==> config.mk <==
export PLATFORM = sky130hd
export DESIGN_NAME = knock_rhythm_matcher_top
export DESIGN_NICKNAME = d
export VERILOG_FILES = /design/src/rtl/krm_pkg.sv /design/src/rtl/krm_div.sv /design/src/rtl/knock_rhythm_matcher_top.sv
export SDC_FILE = /design/constraint.sdc
export NUM_CORES = 2
export LEC_CHECK = 0
export BUFFER_PORTS_ARGS = -buffer_cell sky130_fd_sc_hd__buf_2
export CORE_MARGIN = 2
export CORE_UTILIZATION = 55
export CTS_BUF_LIST = sky130_fd_sc_hd__clkbuf_4 sky130_fd_sc_hd__clkbuf_8 sky130_fd_sc_hd__clkbuf_16
export CTS_CLUSTER_DIAMETER = 60
export CTS_CLUSTER_SIZE = 25
export DETAILED_ROUTE_END_ITERATION = 7
export GPL_ROUTABILITY_DRIVEN = 0
export PLACE_DENSITY = 0.72
export SLEW_MARGIN = 20
export SYNTH_ARGS = -nofsm -noshare
export SYNTH_HDL_FRONTEND = slang
export SYNTH_HIERARCHICAL = 1
export SYNTH_SLANG_ARGS = --single-unit
==> constraint.sdc <==
create_clock -name clk -period 25.6 [get_ports clk]
set_input_delay 2.56 -clock clk [delete_from_list [all_inputs] [get_ports clk]]
set_output_delay 2.56 -clock clk [all_outputs]
set_load 0.02 [all_outputs]
==> src/rtl/krm_pkg.sv <==
package krm_pkg;

    localparam int MAX_KNOCKS_DEF    = 14;
    localparam int INTERVAL_BITS_DEF = 16;

    localparam int PATTERN_ENTRIES = 14;
    localparam int PATTERN_SLOTS   = 7;
    localparam int ENTRY_BITS      = 7;
    localparam int PATTERN_BITS    = 49;
    localparam int CFG_DATA_BITS   = 49;
    localparam int CFG_INDEX_BITS  = 3;

    localparam logic [6:0] SCALE_TOP   = 7'd100;
    localparam int         NORMAL_MANY = 4;
    localparam int         NORMAL_FEW  = 3;

    // register indexes
    localparam logic [2:0] REG_THRESHOLD  = 3'd0;
    localparam logic [2:0] REG_ENTRY_REJ  = 3'd1;
    localparam logic [2:0] REG_AVG_REJ    = 3'd2;
    localparam logic [2:0] REG_FADE       = 3'd3;
    localparam logic [2:0] REG_COMPLETE   = 3'd4;
    localparam logic [2:0] REG_PATTERN_LO = 3'd5;
    localparam logic [2:0] REG_PATTERN_HI = 3'd6;

    localparam logic [9:0]  THRESHOLD_RST  = 10'd18;
    localparam logic [6:0]  ENTRY_REJ_RST  = 7'd25;
    localparam logic [6:0]  AVG_REJ_RST    = 7'd15;
    localparam logic [15:0] FADE_RST       = 16'd200;
    localparam logic [15:0] COMPLETE_RST   = 16'd1200;
    localparam logic [48:0] PATTERN_LO_RST = 49'd1744935734450;
    localparam logic [48:0] PATTERN_HI_RST = 49'd0;

    // verdict codes
    localparam logic [1:0] VERDICT_REJECT = 2'd0;
    localparam logic [1:0] VERDICT_SECRET = 2'd1;
    localparam logic [1:0] VERDICT_NORMAL = 2'd2;

    typedef struct packed {
        logic busy;
        logic done;
    } div_stat_t;

    function automatic logic [6:0] pattern_entry(
        input logic [48:0] lo,
        input logic [48:0] hi,
        input logic [5:0]  idx
    );
        logic [48:0] sh;
        sh = '0;
        if (idx < 6'(PATTERN_SLOTS))
        begin
            sh = lo >> (ENTRY_BITS * int'(idx));
        end
        else if (idx < 6'(PATTERN_ENTRIES))
        begin
            sh = hi >> (ENTRY_BITS * (int'(idx) - PATTERN_SLOTS));
        end
        return sh[6:0];
    endfunction

endpackage

==> src/rtl/krm_div.sv <==
module krm_div #(
    parameter int INTERVAL_BITS = krm_pkg::INTERVAL_BITS_DEF
) (
    input  logic                          clk,
    input  logic                          rst_n,
    input  logic                          start,
    input  logic [INTERVAL_BITS+6:0]      dividend,
    input  logic [INTERVAL_BITS-1:0]      divisor,
    output logic [6:0]                    quotient,
    output krm_pkg::div_stat_t            stat
);

    localparam int DW = INTERVAL_BITS + 7;
    localparam int CW = $clog2(DW + 1);

    logic              busy_reg;
    logic              done_reg;
    logic [CW-1:0]     cnt_reg;
    logic [INTERVAL_BITS:0]   rem_reg;
    logic [DW-1:0]            quo_reg;
    logic [INTERVAL_BITS-1:0] dsor_reg;

    logic [INTERVAL_BITS:0] shifted;
    logic [INTERVAL_BITS:0] trial;

    // one quotient bit per cycle, restoring
    assign shifted = {rem_reg[INTERVAL_BITS-1:0], quo_reg[DW-1]};
    assign trial   = shifted - {1'b0, dsor_reg};

    always_ff @(posedge clk or negedge rst_n)
    begin
        if (!rst_n)
        begin
            busy_reg <= 1'b0;
            done_reg <= 1'b0;
            cnt_reg  <= '0;
        end
        else
        begin
            done_reg <= 1'b0;
            if (start)
            begin
                busy_reg <= 1'b1;
                cnt_reg  <= CW'(DW);
            end
            else if (busy_reg)
            begin
                cnt_reg <= cnt_reg - 1'b1;
                if (cnt_reg == CW'(1))
                begin
                    busy_reg <= 1'b0;
                    done_reg <= 1'b1;
                end
            end
        end
    end

    always_ff @(posedge clk)
    begin
        if (start)
        begin
            rem_reg  <= '0;
            quo_reg  <= dividend;
            dsor_reg <= divisor;
        end
        else if (busy_reg)
        begin
            rem_reg <= trial[INTERVAL_BITS] ? shifted : trial;
            quo_reg <= {quo_reg[DW-2:0], ~trial[INTERVAL_BITS]};
        end
    end

    assign quotient  = quo_reg[6:0];
    assign stat.busy = busy_reg;
    assign stat.done = done_reg;

endmodule

==> src/rtl/knock_rhythm_matcher_top.sv <==
// Knock rhythm matcher. Each input word (sample, now_ms) is one tick; ticks at or above the
// threshold are knocks that open a session or, past the fade time, record an interval. A
// tick that ends a session (quiet for complete_ms, or MAX_KNOCKS intervals) starts an
// evaluation during which in_stall is high: a scan over the stores, then per interval one
// bit-serial division by the largest interval (skipped for zero intervals) and an entry check
// that ends the evaluation on a deviation above entry_rej, then the average check. A mismatch
// on counts ends after the scan. Ticks that end no session do not stall the input. One
// result word (verdict, knock_count) is held until taken.
module knock_rhythm_matcher_top #(
    parameter int MAX_KNOCKS    = krm_pkg::MAX_KNOCKS_DEF,
    parameter int INTERVAL_BITS = krm_pkg::INTERVAL_BITS_DEF
) (
    input  logic        clk,
    input  logic        rst_n,
    input  logic        in_valid,
    output logic        in_stall,
    input  logic [9:0]  sample,
    input  logic [31:0] now_ms,
    output logic        out_valid,
    input  logic        out_stall,
    output logic [1:0]  verdict,
    output logic [3:0]  knock_count,
    input  logic        cfg_valid,
    output logic        cfg_ready,
    input  logic [krm_pkg::CFG_INDEX_BITS-1:0] cfg_index,
    input  logic [krm_pkg::CFG_DATA_BITS-1:0]  cfg_data
);

    localparam int IW  = $clog2(MAX_KNOCKS + 1);
    localparam int IXW = (MAX_KNOCKS > 1) ? $clog2(MAX_KNOCKS) : 1;
    localparam int SUMW = 10 + IW;
    localparam int TW   = 7 + IW;

    typedef enum logic [2:0] {
        S_IDLE, S_SCAN, S_CHECK, S_DIV_START, S_DIV_WAIT, S_ENTRY, S_AVG, S_DONE
    } state_t;

    state_t state_reg;

    // configuration
    logic [9:0]  thr_reg;
    logic [6:0]  entry_rej_reg;
    logic [6:0]  avg_rej_reg;
    logic [15:0] fade_reg;
    logic [15:0] complete_reg;
    logic [48:0] pat_lo_reg;
    logic [48:0] pat_hi_reg;

    // session
    logic              listening_reg;
    logic [IW-1:0]     count_reg;
    logic [31:0]       last_reg;
    logic [INTERVAL_BITS-1:0] ist_reg [MAX_KNOCKS];
    logic [9:0]               sst_reg [MAX_KNOCKS+1];

    // evaluation
    logic [IW-1:0]            idx_reg;
    logic [IW-1:0]            heard_reg;
    logic [IW-1:0]            wanted_reg;
    logic [INTERVAL_BITS-1:0] largest_reg;
    logic [SUMW-1:0]          sum_reg;
    logic [TW-1:0]            total_reg;
    logic [6:0]               scaled_reg;
    logic                     match_reg;

    logic        out_valid_reg;
    logic [1:0]  verdict_reg;
    logic [3:0]  knock_count_reg;

    assign cfg_ready   = 1'b1;
    assign in_stall    = (state_reg != S_IDLE);
    assign out_valid   = out_valid_reg;
    assign verdict     = verdict_reg;
    assign knock_count = knock_count_reg;

    always_ff @(posedge clk or negedge rst_n)
    begin
        if (!rst_n)
        begin
            thr_reg       <= krm_pkg::THRESHOLD_RST;
            entry_rej_reg <= krm_pkg::ENTRY_REJ_RST;
            avg_rej_reg   <= krm_pkg::AVG_REJ_RST;
            fade_reg      <= krm_pkg::FADE_RST;
            complete_reg  <= krm_pkg::COMPLETE_RST;
            pat_lo_reg    <= krm_pkg::PATTERN_LO_RST;
            pat_hi_reg    <= krm_pkg::PATTERN_HI_RST;
        end
        else if (cfg_valid && cfg_ready)
        begin
            unique case (cfg_index)
                krm_pkg::REG_THRESHOLD:  thr_reg       <= cfg_data[9:0];
                krm_pkg::REG_ENTRY_REJ:  entry_rej_reg <= cfg_data[6:0];
                krm_pkg::REG_AVG_REJ:    avg_rej_reg   <= cfg_data[6:0];
                krm_pkg::REG_FADE:       fade_reg      <= cfg_data[15:0];
                krm_pkg::REG_COMPLETE:   complete_reg  <= cfg_data[15:0];
                krm_pkg::REG_PATTERN_LO: pat_lo_reg    <= cfg_data[48:0];
                krm_pkg::REG_PATTERN_HI: pat_hi_reg    <= cfg_data[48:0];
                default: ;
            endcase
        end
    end

    // tick handling
    logic        accept;
    logic        hit;
    logic        opening;
    logic [31:0] gap;
    logic        recording;
    logic [INTERVAL_BITS-1:0] gap_sat;
    logic [IW-1:0] count_next;
    logic        ending;

    assign accept    = in_valid && !in_stall;
    assign hit       = (sample >= thr_reg);
    assign opening   = hit && !listening_reg;
    assign gap       = now_ms - last_reg;
    assign recording = listening_reg && hit && (gap > 32'(fade_reg))
                       && (count_reg < IW'(MAX_KNOCKS));
    assign gap_sat   = (gap > 32'({INTERVAL_BITS{1'b1}})) ? {INTERVAL_BITS{1'b1}}
                                                           : gap[INTERVAL_BITS-1:0];
    assign count_next = opening ? '0 : (recording ? count_reg + 1'b1 : count_reg);
    // after a knock that opens a session or records an interval the quiet time restarts from zero
    assign ending = (listening_reg || opening)
                    && ((((opening || recording) ? 32'd0 : gap) >= 32'(complete_reg))
                        || (count_next >= IW'(MAX_KNOCKS)));

    always_ff @(posedge clk)
    begin
        if (accept && opening)
        begin
            for (int i = 0; i < MAX_KNOCKS; i++)
            begin
                ist_reg[i] <= '0;
            end
            for (int i = 1; i <= MAX_KNOCKS; i++)
            begin
                sst_reg[i] <= '0;
            end
            sst_reg[0] <= sample;
        end
        else if (accept && recording)
        begin
            ist_reg[count_reg[IXW-1:0]] <= gap_sat;
            sst_reg[count_reg + 1'b1]   <= sample;
        end
    end

    // shared divider
    logic [INTERVAL_BITS-1:0] cur_iv;
    logic [6:0]               cur_pe;
    logic                     div_start;
    logic [6:0]               div_q;
    krm_pkg::div_stat_t       div_stat;

    assign cur_iv = (idx_reg < IW'(MAX_KNOCKS)) ? ist_reg[idx_reg[IXW-1:0]] : '0;
    assign cur_pe = krm_pkg::pattern_entry(pat_lo_reg, pat_hi_reg, 6'(idx_reg));
    assign div_start = (state_reg == S_DIV_START) && (cur_iv != '0);

    krm_div #(
        .INTERVAL_BITS(INTERVAL_BITS)
    ) u_div (
        .clk      (clk),
        .rst_n    (rst_n),
        .start    (div_start),
        .dividend ((INTERVAL_BITS+7)'(cur_iv) * (INTERVAL_BITS+7)'(krm_pkg::SCALE_TOP)),
        .divisor  (largest_reg),
        .quotient (div_q),
        .stat     (div_stat)
    );

    logic [6:0]  diff;
    logic [IW:0] knocks;
    logic        normal;
    logic [7+IW:0] avg_lim;

    assign diff    = (scaled_reg > cur_pe) ? scaled_reg - cur_pe : cur_pe - scaled_reg;
    assign knocks  = {1'b0, count_reg} + 1'b1;
    assign normal  = (knocks > (IW+1)'(krm_pkg::NORMAL_MANY))
                     || ((knocks >= (IW+1)'(krm_pkg::NORMAL_FEW))
                         && (SUMW'(sum_reg) > SUMW'(12'(thr_reg) * 12'd3)));
    // floor(total / wanted) <= avg  is  total < (avg + 1) * wanted
    assign avg_lim = (8+IW)'({1'b0, avg_rej_reg} + 8'd1) * (8+IW)'(wanted_reg);

    always_ff @(posedge clk or negedge rst_n)
    begin
        if (!rst_n)
        begin
            state_reg       <= S_IDLE;
            listening_reg   <= 1'b0;
            count_reg       <= '0;
            last_reg        <= '0;
            out_valid_reg   <= 1'b0;
            verdict_reg     <= krm_pkg::VERDICT_REJECT;
            knock_count_reg <= '0;
            idx_reg         <= '0;
            heard_reg       <= '0;
            wanted_reg      <= '0;
            largest_reg     <= '0;
            sum_reg         <= '0;
            total_reg       <= '0;
            scaled_reg      <= '0;
            match_reg       <= 1'b0;
        end
        else
        begin
            if (out_valid_reg && !out_stall)
            begin
                out_valid_reg <= 1'b0;
            end
            unique case (state_reg)
                S_IDLE:
                begin
                    if (accept)
                    begin
                        count_reg <= count_next;
                        if (opening || recording)
                        begin
                            last_reg <= now_ms;
                        end
                        listening_reg <= (listening_reg || opening) && !ending;
                        if (ending)
                        begin
                            state_reg   <= S_SCAN;
                            idx_reg     <= '0;
                            heard_reg   <= '0;
                            wanted_reg  <= '0;
                            largest_reg <= '0;
                            sum_reg     <= '0;
                        end
                    end
                end
                S_SCAN:
                begin
                    if (idx_reg < IW'(MAX_KNOCKS))
                    begin
                        if (cur_iv != '0)
                        begin
                            heard_reg <= heard_reg + 1'b1;
                        end
                        if (cur_pe != '0)
                        begin
                            wanted_reg <= wanted_reg + 1'b1;
                        end
                        if (cur_iv > largest_reg)
                        begin
                            largest_reg <= cur_iv;
                        end
                    end
                    if ({1'b0, idx_reg} < knocks)
                    begin
                        sum_reg <= sum_reg + SUMW'(sst_reg[idx_reg]);
                    end
                    if (idx_reg == IW'(MAX_KNOCKS))
                    begin
                        state_reg <= S_CHECK;
                    end
                    else
                    begin
                        idx_reg <= idx_reg + 1'b1;
                    end
                end
                S_CHECK:
                begin
                    idx_reg   <= '0;
                    total_reg <= '0;
                    match_reg <= (heard_reg == wanted_reg) && (wanted_reg != '0)
                                 && (largest_reg != '0);
                    if ((heard_reg == wanted_reg) && (wanted_reg != '0)
                        && (largest_reg != '0))
                    begin
                        state_reg <= S_DIV_START;
                    end
                    else
                    begin
                        state_reg <= S_DONE;
                    end
                end
                S_DIV_START:
                begin
                    if (cur_iv == '0)
                    begin
                        scaled_reg <= '0;
                        state_reg  <= S_ENTRY;
                    end
                    else
                    begin
                        state_reg <= S_DIV_WAIT;
                    end
                end
                S_DIV_WAIT:
                begin
                    if (div_stat.done)
                    begin
                        scaled_reg <= div_q;
                        state_reg  <= S_ENTRY;
                    end
                end
                S_ENTRY:
                begin
                    if (diff > entry_rej_reg)
                    begin
                        match_reg <= 1'b0;
                        state_reg <= S_DONE;
                    end
                    else
                    begin
                        total_reg <= total_reg + TW'(diff);
                        if (idx_reg == IW'(MAX_KNOCKS - 1))
                        begin
                            state_reg <= S_AVG;
                        end
                        else
                        begin
                            idx_reg   <= idx_reg + 1'b1;
                            state_reg <= S_DIV_START;
                        end
                    end
                end
                S_AVG:
                begin
                    match_reg <= ((8+IW)'(total_reg) < avg_lim);
                    state_reg <= S_DONE;
                end
                S_DONE:
                begin
                    if (!out_valid_reg || !out_stall)
                    begin
                        out_valid_reg <= 1'b1;
                        priority if (match_reg)
                        begin
                            verdict_reg <= krm_pkg::VERDICT_SECRET;
                        end
                        else if (normal)
                        begin
                            verdict_reg <= krm_pkg::VERDICT_NORMAL;
                        end
                        else
                        begin
                            verdict_reg <= krm_pkg::VERDICT_REJECT;
                        end
                        knock_count_reg <= (knocks > (IW+1)'(15)) ? 4'd15 : 4'(knocks);
                        state_reg <= S_IDLE;
                    end
                end
                default: state_reg <= S_IDLE;
            endcase
        end
    end

`ifndef SYNTHESIS
    a_div_busy_in_wait: assert property (@(posedge clk) disable iff (!rst_n)
        div_stat.busy |-> (state_reg == S_DIV_WAIT))
        else $error("divider busy outside wait state");

    a_count_bound: assert property (@(posedge clk) disable iff (!rst_n)
        count_reg <= IW'(MAX_KNOCKS))
        else $error("interval count past limit");

    a_result_from_done: assert property (@(posedge clk) disable iff (!rst_n)
        $rose(out_valid_reg) |-> $past(state_reg == S_DONE))
        else $error("result word loaded outside done state");
`endif

endmodule
==> Word level (Yosys, flattened, before mapping) <==
Memory sizes are Yosys's and may differ from the RTL's.
Index checks and enable logic that the tools add are counted.
W data, S select, Z words.
{ "op_classes": {"n_addsub": 14, "n_mul": 5, "n_lt_le_gt_ge": 18, "eq_ne": 32, "n_shift": 2, "mux": 74, "n_bitwise": 1, "n_reduce_logical": 59} }
{ "ops": {"columns": ["op", "n"], "rows": [
  ["$mux W16", 8],
  ["$mux W4", 14],
  ["$shr A49 B32 Y7", 1],
  ["$shr A49 B7 Y7", 1],
  ["$mux W23", 2],
  ["$mux W14", 3],
  ["$mux W7", 5],
  ["$ge A32 B16 Y1", 1],
  ["$gt A32 B16 Y1", 1],
  ["$gt A32 B16 Y1 const B", 1],
  ["$mux W32", 1],
  ["$pmux W16 S2", 1],
  ["$reduce_bool A16 Y1", 2],
  ["$sub A32 B32 Y32", 1],
  ["$pmux W14 S2", 1],
  ["$ne A2 B2 Y1 const B", 13],
  ["$mux W3", 8],
  ["$pmux W3 S8", 1],
  ["$pmux W11 S2", 1],
  ["$reduce_and A2 Y1", 11],
  ["$eq A3 B3 Y1 const B", 7],
  ["$mul A16 B5 Y21 const B", 1],
  ["$reduce_and A5 Y1", 4],
  ["$mux W1", 18],
  ["54 further kinds", 98]
]} }
{ "word_totals": {"ff_bits": 324, "ramBits": 374, "wordCells": 236, "memories": 2} }
{ "memory_table": {"columns": ["name", "words", "width", "rd", "rd_ports_with_merged_regs", "wr", "line", "source"], "rows": [
  ["ist_reg", 14, 16, 1, 0, 14, "knock_rhythm_matcher_top.sv:53", "logic [INTERVAL_BITS-1:0] ist_reg [MAX_KNOCKS];"],
  ["sst_reg", 15, 10, 1, 0, 15, "knock_rhythm_matcher_top.sv:54", "logic [9:0] sst_reg [MAX_KNOCKS+1];"]
]} }

==> Depth between registers and ports, before layout <==
{ "depth": {"word_depth": 12, "ltp_mapped": 44} }

==> Modules after synthesis <==
Netlist, hierarchy kept.
{ "by_module_without_submodules": {"columns": ["mod", "n_inst", "cells_per_inst", "area_per_inst_um2", "seq_area_each_um2"], "rows": [
  ["knock_rhythm_matcher_top", 1, 3520, 39161.3, 18129.9],
  ["krm_div", 1, 299, 3345.7, 1666.6]
]} }

==> Worst setup path after synthesis <==
OpenSTA, ideal clock, no wires.
{ "synth_path": {"path_kind": "reg2reg", "startpoint": "reg idx_reg[0]", "endpoint": "reg idx_reg[0]", "setup_ns": 0.121, "t_arrival_ns": 9.557, "path_slack_ns": 15.922, "path_stages_with_launch": 42, "n_path_buf": 9, "synth_period_minus_slack_ns": 9.678, "cell_sequence": "dfrtp_1 > buf_2 > buf_2 > inv_2 > ha_1 > clkbuf_1 > buf_1 > buf_1 > buf_2 > xor2_1 > ha_1 > ha_1 > inv_1 > fa_1 > clkbuf_1 > clkbuf_1 > mux4_2 > o32ai_1 > [... 6 more ...] > a21oi_1 > o21a_1 > o21ai_0 > a21oi_1 > clkbuf_1 > mux2i_1 > ha_1 > nor2b_1 > o21a_1 > o21a_1 > o21a_1 > o21a_1 > o21a_1 > o22a_1 > o31ai_1 > a2bb2o_1 > o21ai_0 > a22o_1"} }
{ "synth_via": {"elab_chain_len": 10, "word_cells_on_any_way": 25} }
{ "synth_rtl": {"columns": ["element", "line", "source"], "rows": [
  ["start, declared", "knock_rhythm_matcher_top.sv:57", "logic [IW-1:0] idx_reg;"],
  ["start signal, assigned", "knock_rhythm_matcher_top.sv:259", "idx_reg <= idx_reg + 1'b1;"],
  ["start signal, assigned", "knock_rhythm_matcher_top.sv:314", "idx_reg <= idx_reg + 1'b1;"],
  ["$sub A4 B3 Y5", "krm_pkg.sv:57", "sh = hi >> (ENTRY_BITS * (int'(idx) - PATTERN_SLOTS));"],
  ["$mul A4 B5 Y9", "krm_pkg.sv:57", null],
  ["$shr A49 B32 Y7", "krm_pkg.sv:57", null],
  ["$mux W7", "krm_pkg.sv:55", "else if (idx < 6'(PATTERN_ENTRIES))"],
  ["$mux W7", "krm_pkg.sv:51", "if (idx < 6'(PATTERN_SLOTS))"],
  ["$sub A7 B7 Y7 or $gt A7 B7 Y1 (tied branches)", "knock_rhythm_matcher_top.sv:176", "assign diff = (scaled_reg > cur_pe) ? scaled_reg - cur_pe : cur_pe - scaled_reg;"],
  ["$mux W7", "knock_rhythm_matcher_top.sv:176", null],
  ["$gt A7 B7 Y1", "knock_rhythm_matcher_top.sv:300", "if (diff > entry_rej_reg)"],
  ["$ne A2 B2 Y1 (no source line)", null, null],
  ["$reduce_and A6 Y1 (no source line)", null, null]
]} }
Several ways; a longest one is shown, not always the timed one. The select of a mux whose other input is x is not followed.
A chain may end at the register's enable or synchronous reset.

==> Worst setup path after layout <==
{ "layout_path": {"startpoint": "reg idx_reg[1]", "endpoint": "reg total_reg[9]"} }
{ "layout_via": {"elab_chain_len": 10, "word_cells_on_any_way": 19} }
{ "layout_rtl": {"columns": ["element", "line", "source"], "rows": [
  ["$sub A4 B3 Y5", "krm_pkg.sv:57", null],
  ["$mul A4 B5 Y9", "krm_pkg.sv:57", null],
  ["$shr A49 B32 Y7", "krm_pkg.sv:57", null],
  ["$mux W7", "krm_pkg.sv:55", null],
  ["$mux W7 (*)", "krm_pkg.sv:51", null],
  ["$sub A7 B7 Y7 or $gt A7 B7 Y1 (tied branches)", "knock_rhythm_matcher_top.sv:176", null],
  ["$mux W7 (*)", "knock_rhythm_matcher_top.sv:176", null],
  ["$add A11 B7 Y11 or $gt A7 B7 Y1 (tied branches)", "knock_rhythm_matcher_top.sv:307, knock_rhythm_matcher_top.sv:300", null],
  ["$mux W11 or $ne A2 B2 Y1 (tied branches)", null, null],
  ["$pmux W11 S2 or $reduce_and A2 Y1 (tied branches)", null, null],
  ["end signal, assigned", "knock_rhythm_matcher_top.sv:307", "total_reg <= total_reg + TW'(diff);"],
  ["end, declared", "knock_rhythm_matcher_top.sv:62", "logic [TW-1:0] total_reg;"]
]} }
Mark *: on every way between the ends. The rest lies on a longest branch, timed or not. The select of a mux whose other input is x is not followed.

==> out/metrics.yaml <==
hold_bufs_at_cts: 0
detail_route.iter0.violations: 2791
cp_max_fo: 60
p_per_area_nw_per_um2: 142
drive_above_1_share_pct: 16.5
final_critical_path_setup_slack_ps: 15030
place.port_buffers: 106
worst_setup_path_end_kind: "register"
timing.critical_path.slowest_stage_cell: "a21oi_1"
crit_path_frequent_cell: "o21a_1"
static_leakage_nw: 19.0
cap_viol_max_count: 0
final_net_count: 4231
postRouteWirelength_um: 105000
final-setup-viol-count: 0
max_clock_freq_ghz: 0.0946
status: "finished clean"
finish.utilization_pct: 60.6
design.die.area_um2: 79500
dp_hpwl_um: 72700
die_y_um: 282
core_region_area_um2: 76200
area_of_the_mapped_netlist_um2: 42500
cts_tree: "built"
grt_start_max_net_pins: 118
place_ws_ps: 15110
fin_worst_skew_ps: 36.7
clkSlewWorstSetupHoldPaths_ps: 90
worstHoldPathType: "reg -> reg"
htreeDepth: 2
num_io_pins: 108
worst_slew_pin_slew_ps: 1160
final_design_area_no_fill_um2: 46200
cts_setup_buffers: 0
regArea_um2: 19800
cts_inserted_buffers: 59
layout_commonest_cell: "edfxtp_1"
path_class: "reg -> reg"
commonest_cells_after_routing_fill_and_taps_aside: "edfxtp_1, nor2_1, inv_1"
die_w_um: 282
flip_flop_count_of_the_largest_register_after_layout: 224
start_kind: "register"
crit_path_max_incr_delay_ps: 760
synth.avg_cell_area_um2: 11.1
hold_viol_final: 0
synth_cells: 3818
layout_worst_path_cycle_share_pct: 41.3
vias_per_cell: 6.11
grt_first_pass_wirelength_um: 165000
slew_viol_final: 0
cts.path.max_buffers: 3
rsz_0062_raised_after_global_routing: "false"
worstPathRequired_ps: 26140
placement.cell_area_um2: 43900
cts_root_buf: "clkbuf_16"
antenna_found_initial: 7
fill_cells: 6190
effective_utilization_at_floorplan_pct: 55.8
worst_voltage_drop_across_the_vdd_grid_mv: 0.107
clk-insertion-delay-late_ps: 680
gr-total-overflow: 0
fin_total_pwr_w: 0.00657
clock_tree_sinks: 708
first_global_vias: 29100
multiInputGateArea_um2: 20700
layout-area-overhead-vs-synth_pct: 8.60
detailroute.via_count: 30000
grt.total_usage_pct: 26.7
std_cell_rows: 101
wl_per_cell_um: 21.5
cts_resized: 0
final.setup.tns_ps: 0
antenna_violating_nets_post_route: 0
detail_route.first_pass.iterations: 6
synth_warnings: 6
post-route-drc-count: 0
critPathArrivalTime_ps: 11110
timing.max_slew.rel_slack_pct: 21.9
period_minus_slack_ps: 10570
==> layer usage <==
layer	track usage [%]	up-vias	wire length [µm]
met5	0	-	36
met4	7.01	6	2770
met3	4.36	176	7950
met2	43.7	1129	49700
met1	37.2	14900	44900
li1	-	13800	-
==> power by group <==
group / total (W) / internal, W / switching [W]
combinational: 0.00391 / 0.00171 / 0.00220
clock: 0.00103 / 0.000486 / 0.000541
sequential: 0.00163 / 0.00146 / 0.000175
total: 0.00657 / 0.00366 / 0.00291
==> through the flow <==
stage | hold slack [ps] | instances
2_1_floorplan | 446 | 3819
3_3_place_gp | 459 | 4787
3_5_place_dp | 464 | 4788
4_1_cts | 478 | 4900
5_1_grt | 501 | 4902
6_report | 473 | 4903
==> worst paths after layout <==
| kind | startpoint | end | slack, ps | cells past startpoint |
|---|---|---|---|---|
| max | idx_reg[1] | total_reg[9] | 15030 | 35 |
| min | u_div/rem_reg[2] | u_div/rem_reg[2] | 470 | 2 |
| max reg2reg | idx_reg[1] | total_reg[9] | 15030 | 35 |
| min reg2reg | u_div/rem_reg[2] | u_div/rem_reg[2] | 470 | 2 |
| max in group asynchronous | rst_n | last_reg[16] | 21530 | 3 |
| min in group asynchronous | rst_n | pat_lo_reg[48] | 1810 | 1 |
==> final cells by class <==
type | count | area share (%)
Multi-Input combinational cell | 2586 | 44.9
Sequential cell | 708 | 42.9
Clock buffer | 59 | 3.20
Tap cell | 1030 | 2.79
Inverter | 312 | 2.54
Timing Repair Buffer | 153 | 2.01
Clock inverter | 53 | 1.64
Antenna cell | 2 | 0.0108
==> worst max-delay path, delay by kind of cell, from the launching register on <==
family	cells	cell delay, ps
compound gates	17	4560
xor+xnor	2	340
simple gates	6	1290
fa+ha+maj	6	1680
flops	1	520
mux	1	530
buf+inv	3	1480
(Power assumes the default switching activity.)
